===== src/rtl/core/xs128_pkg.sv =====
`default_nettype none
// ---------------------------------------------------------------------------
// xs128_pkg
// Shared types, constants and the draw recurrence of the xorshift128 source.
// ---------------------------------------------------------------------------
package xs128_pkg;

    localparam int unsigned WORD_W    = 32;
    localparam int unsigned NUM_WORDS = 4;
    localparam int unsigned IDX_W     = $clog2(NUM_WORDS);

    typedef logic [WORD_W-1:0] word_t;
    typedef logic [IDX_W-1:0]  idx_t;

    typedef enum logic
    {
        OP_DRAW   = 1'b0,
        OP_RESEED = 1'b1
    } op_t;

    localparam word_t SEED_MULT  = 32'd1812433253;
    localparam int unsigned FOLD_SHIFT = 30;
    localparam int unsigned SH_A = 11;
    localparam int unsigned SH_B = 8;
    localparam int unsigned SH_C = 19;

    localparam word_t RESET_WORDS [NUM_WORDS] = '{
        32'd123456789,
        32'd362436069,
        32'd521288629,
        32'd88675123
    };

    function automatic word_t xs_next_word(input word_t first, input word_t last);
        word_t t;
        t = first ^ (first << SH_A);
        return (last ^ (last >> SH_C)) ^ (t ^ (t >> SH_B));
    endfunction

endpackage
`default_nettype wire


===== src/rtl/core/xs128_seed_mul.sv =====
`default_nettype none
// ---------------------------------------------------------------------------
// xs128_seed_mul
// Shared seed multiplier: registers SEED_MULT * (s ^ (s >> 30)) mod 2^32.
// ---------------------------------------------------------------------------
module xs128_seed_mul
    import xs128_pkg::*;
(
    input  wire logic  clk,
    input  wire logic  load,
    input  wire word_t operand,
    output word_t      product
);

    word_t folded;
    word_t product_reg;

    assign folded  = operand ^ (operand >> FOLD_SHIFT);
    assign product = product_reg;

    always_ff @(posedge clk)
    begin
        if (load)
        begin
            product_reg <= word_t'(SEED_MULT * folded);
        end
    end

endmodule
`default_nettype wire


===== config.mk =====
export PLATFORM = sky130hd
export DESIGN_NAME = xs128_seed_mul
export DESIGN_NICKNAME = d
export VERILOG_FILES = /design/src/rtl/core/xs128_pkg.sv /design/src/rtl/core/xs128_seed_mul.sv
export SDC_FILE = /design/constraint.sdc
export NUM_CORES = 1
export LEC_CHECK = 0
export ABC_AREA = 1
export BUFFER_PORTS_ARGS = -buffer_cell sky130_fd_sc_hd__clkbuf_2
export CAP_MARGIN = 20
export CORE_MARGIN = 3
export CORE_UTILIZATION = 64
export CTS_CLUSTER_SIZE = 16
export DETAILED_ROUTE_END_ITERATION = 16
export MAX_ROUTING_LAYER = met4
export PLACE_DENSITY = 0.84
export SYNTH_ARGS = -nofsm -noshare
export SYNTH_HDL_FRONTEND = slang
export SYNTH_SLANG_ARGS = --single-unit
export TNS_END_PERCENT = 5

===== constraint.sdc =====
create_clock -name clk -period 8.3 [get_ports clk]
set_input_delay 0.83 -clock clk [delete_from_list [all_inputs] [get_ports clk]]
set_output_delay 0.83 -clock clk [all_outputs]
set_load 0.05 [all_outputs]

==> results.tsv <==
stage	metric	value	unit
outcome	status	finished, final reports clean	
global_route	grt_pass1_wl	35.4	mm
global_route	grt_max_degree	33	
floorplan	rows	43	
yosys	synth_area_per_cell	9.30	um2
worst_setup_path	cp_num_cells	24	
final_layout	fin_area	9910	um2
timing	setup_viol	0	
final_layout	drive_above_1_share	0.0930	
clock_tree	cts_htree_levels	2	
timing	fmax	147	MHz
clock_tree	cts-root-buf	clkbuf_16	
yosys	synth.yosys.warnings	0	
worst_setup_path	crit_family	adder cells	
floorplan	die_area	15900	um2
yosys	synth_seq_area_share	0.104	
timing	hold_violations	0	
clock_tree	clkTransAtPathRegs	0.06	ns
yosys	ys_ff_latch	32	
worst_setup_path	crit_required	8.32	ns
final_layout	areaGrowthSynthToFinish	7.47	%
timing	fin_crit	6.80	ns
final_layout	num-fill-cells	1051	
worst_setup_path	cp-start-kind	primary input	
global_route	grt_overflow	0	
clock_tree	cts_tree	done	
route	viasPerCell	5.35	
route	final_antenna_net_count	0	
floorplan	ioPinCount	66	
placed_design	placed_area	9780	um2
route	wl_per_cell	17.0	um
route	first_iter_violations	300	
worst_setup_path	endpoint_kind	register	
route	wl	21.2	mm
yosys	syn_area	9230	um2
floorplan	start_util	0.659	
timing	slew_violations	0	
min_path	holdPathEnd	product[1]	
min_path	hp-start	operand[1]	
placed_design	dp_hpwl	18.7	mm
global_route	grt_pass1_vias	7391	
clock_tree	cts.sinks	32	
worst_setup_path	worstPathCellList	clkbuf_2 -> xnor2_1 -> xnor2_1 -> inv_1 -> ha_1 -> or2_2 -> ha_1 -> inv_1 -> fa_1 -> inv_1 -> ha_1 -> fa_1 -> fa_1 -> fa_1 -> inv_1 -> fa_1 -> inv_1 -> ha_1 -> nand3_1 -> nor2_1 -> nand4_1 -> nand3_2 -> a21oi_2 -> xnor2_1	
yosys	synth_fp_nets	1381	
final_layout	largest_reg_flops	32	
worst_setup_path	cp.arrival	6.82	ns
clock_tree	ctsResizeCount	0	
final_layout	register_area	961	um2
final_layout	nets	1453	
global_route	antenna_found_initial	0	
timing	holdWs	1.09	ns
floorplan	die_height	126	um
placed_design	portBuffers	65	
clock_tree	hold_buffers	0	
timing	post-route-period-util	0.819	
clock_tree	clockBufferDepth	2	
timing	worst_pin_slew	0.839	ns
timing	slew_headroom	0.440	
worst_setup_path	max_stage_delay	0.50	ns
timing	grt_setup_unrepaired	no	
global_route	grt.total_usage	0.291	
worst_setup_path	critical-path-slowest-cell	fa_1	
final_layout	multi_input_area	7120	um2
floorplan	die_w	126	um
placed_design	gp_congestion	0.913	
clock_tree	cts_buffers	5	
worst_setup_path	critPathKind	in2reg	
min_path	hold_path_class	in2reg	
clock_tree	postCtsSetupRepairBufs	0	
yosys	synthCells	992	
route	drc_errors	0	
floorplan	core	14000	um2
route	num_vias	6657	
run	cap_violations	0	
final_layout	fin_util	0.709	
worst_setup_path	worst-path-buf-inv	6	
final_layout	n_antenna_cell	0	
route	dr.pass1.iters	4	
min_path	worstHoldPathCells	3	
timing	tns	0	ns
worst_setup_path	worstPathMaxFanout	5	
yosys	synth.distinct_cells	34	
==> worst min-delay path: cells and delay by family <==
family,cells,cell delay [ns]
buffers and inverters,2,0.25
XOR/XNOR,1,0.16
==> worst max-delay path by stage <==
stage / slack, ns / to / from
after floorplan: 2.09 / product[26] / operand[31]
after global placement: 1.46 / product[25] / operand[31]
after detailed placement: 1.24 / product[25] / operand[31]
after CTS: 1.54 / product[25] / operand[31]
after global routing: 1.31 / product[25] / operand[31]
final: 1.50 / product[25] / operand[31]
==> cells in the mapped netlist (all sizes together) <==
master / instances / area (um2)
a211oi: 1 / 7.51
a21boi: 2 / 15.0
a21o: 4 / 30.0
a21oi: 29 / 175
a221oi: 1 / 8.76
edfxtp: 32 / 961
fa: 146 / 2920
ha: 209 / 2620
inv: 304 / 1140
nand2: 121 / 464
nand3: 27 / 155
nand3b: 4 / 30.0
nand4: 8 / 50.1
nor2: 44 / 175
nor3: 3 / 15.0
nor4: 2 / 18.8
o211ai: 2 / 15.0
o21a: 1 / 7.51
o21ai: 17 / 104
o21bai: 4 / 45.0
or2: 1 / 6.26
xnor2: 12 / 105
xor2: 18 / 158
==> area by class of cell <==
type | count | area share
flip-flops and latches | 32 | 0.0969
clock inverters | 3 | 0.00139
clock buffers | 5 | 0.0126
well taps | 180 | 0.0227
multi-input cells | 656 | 0.718
inverters | 304 | 0.115
repair buffers | 65 | 0.0328
==> routing by layer <==
metal | up-vias | wire [um] | track usage
li1 | 3196 | - | -
met1 | 3226 | 8650 | 0.354
met2 | 177 | 10500 | 0.494
met3 | 58 | 1300 | 0.0441
met4 | 0 | 744 | 0.106
met5 | - | 0 | -
==> through the flow <==
step,std cells,worst slack (ns)
global placement,1237,1.46
CTS,1245,1.54
global route,1245,1.31
detailed placement,1237,1.24
floorplan,992,2.09
finish,1245,1.50
==> cell families (layout without fill, tap and decap cells) <==
family | count (synthesis) | in the layout | synth area share
compound gates | 61 | 61 | 0.0442
xor+xnor | 30 | 30 | 0.0285
fa+ha+maj | 355 | 355 | 0.600
buf+inv | 304 | 377 | 0.124
flops | 32 | 32 | 0.104
simple gates | 210 | 210 | 0.0991
==> cells in the final DEF (no fill, tap or decap), drive strengths merged, types with 17 or more instances in the layout <==
cell type / Yosys / layout
a21oi: 29 / 29
clkbuf: 0 / 70
edfxtp: 32 / 32
fa: 146 / 146
ha: 209 / 209
inv: 304 / 304
nand2: 121 / 121
nand3: 27 / 27
nor2: 44 / 44
o21ai: 17 / 17
xor2: 18 / 18
Power is not shown: default switching activity piles up to over one toggle a cycle in this logic, so the estimate is an artifact.
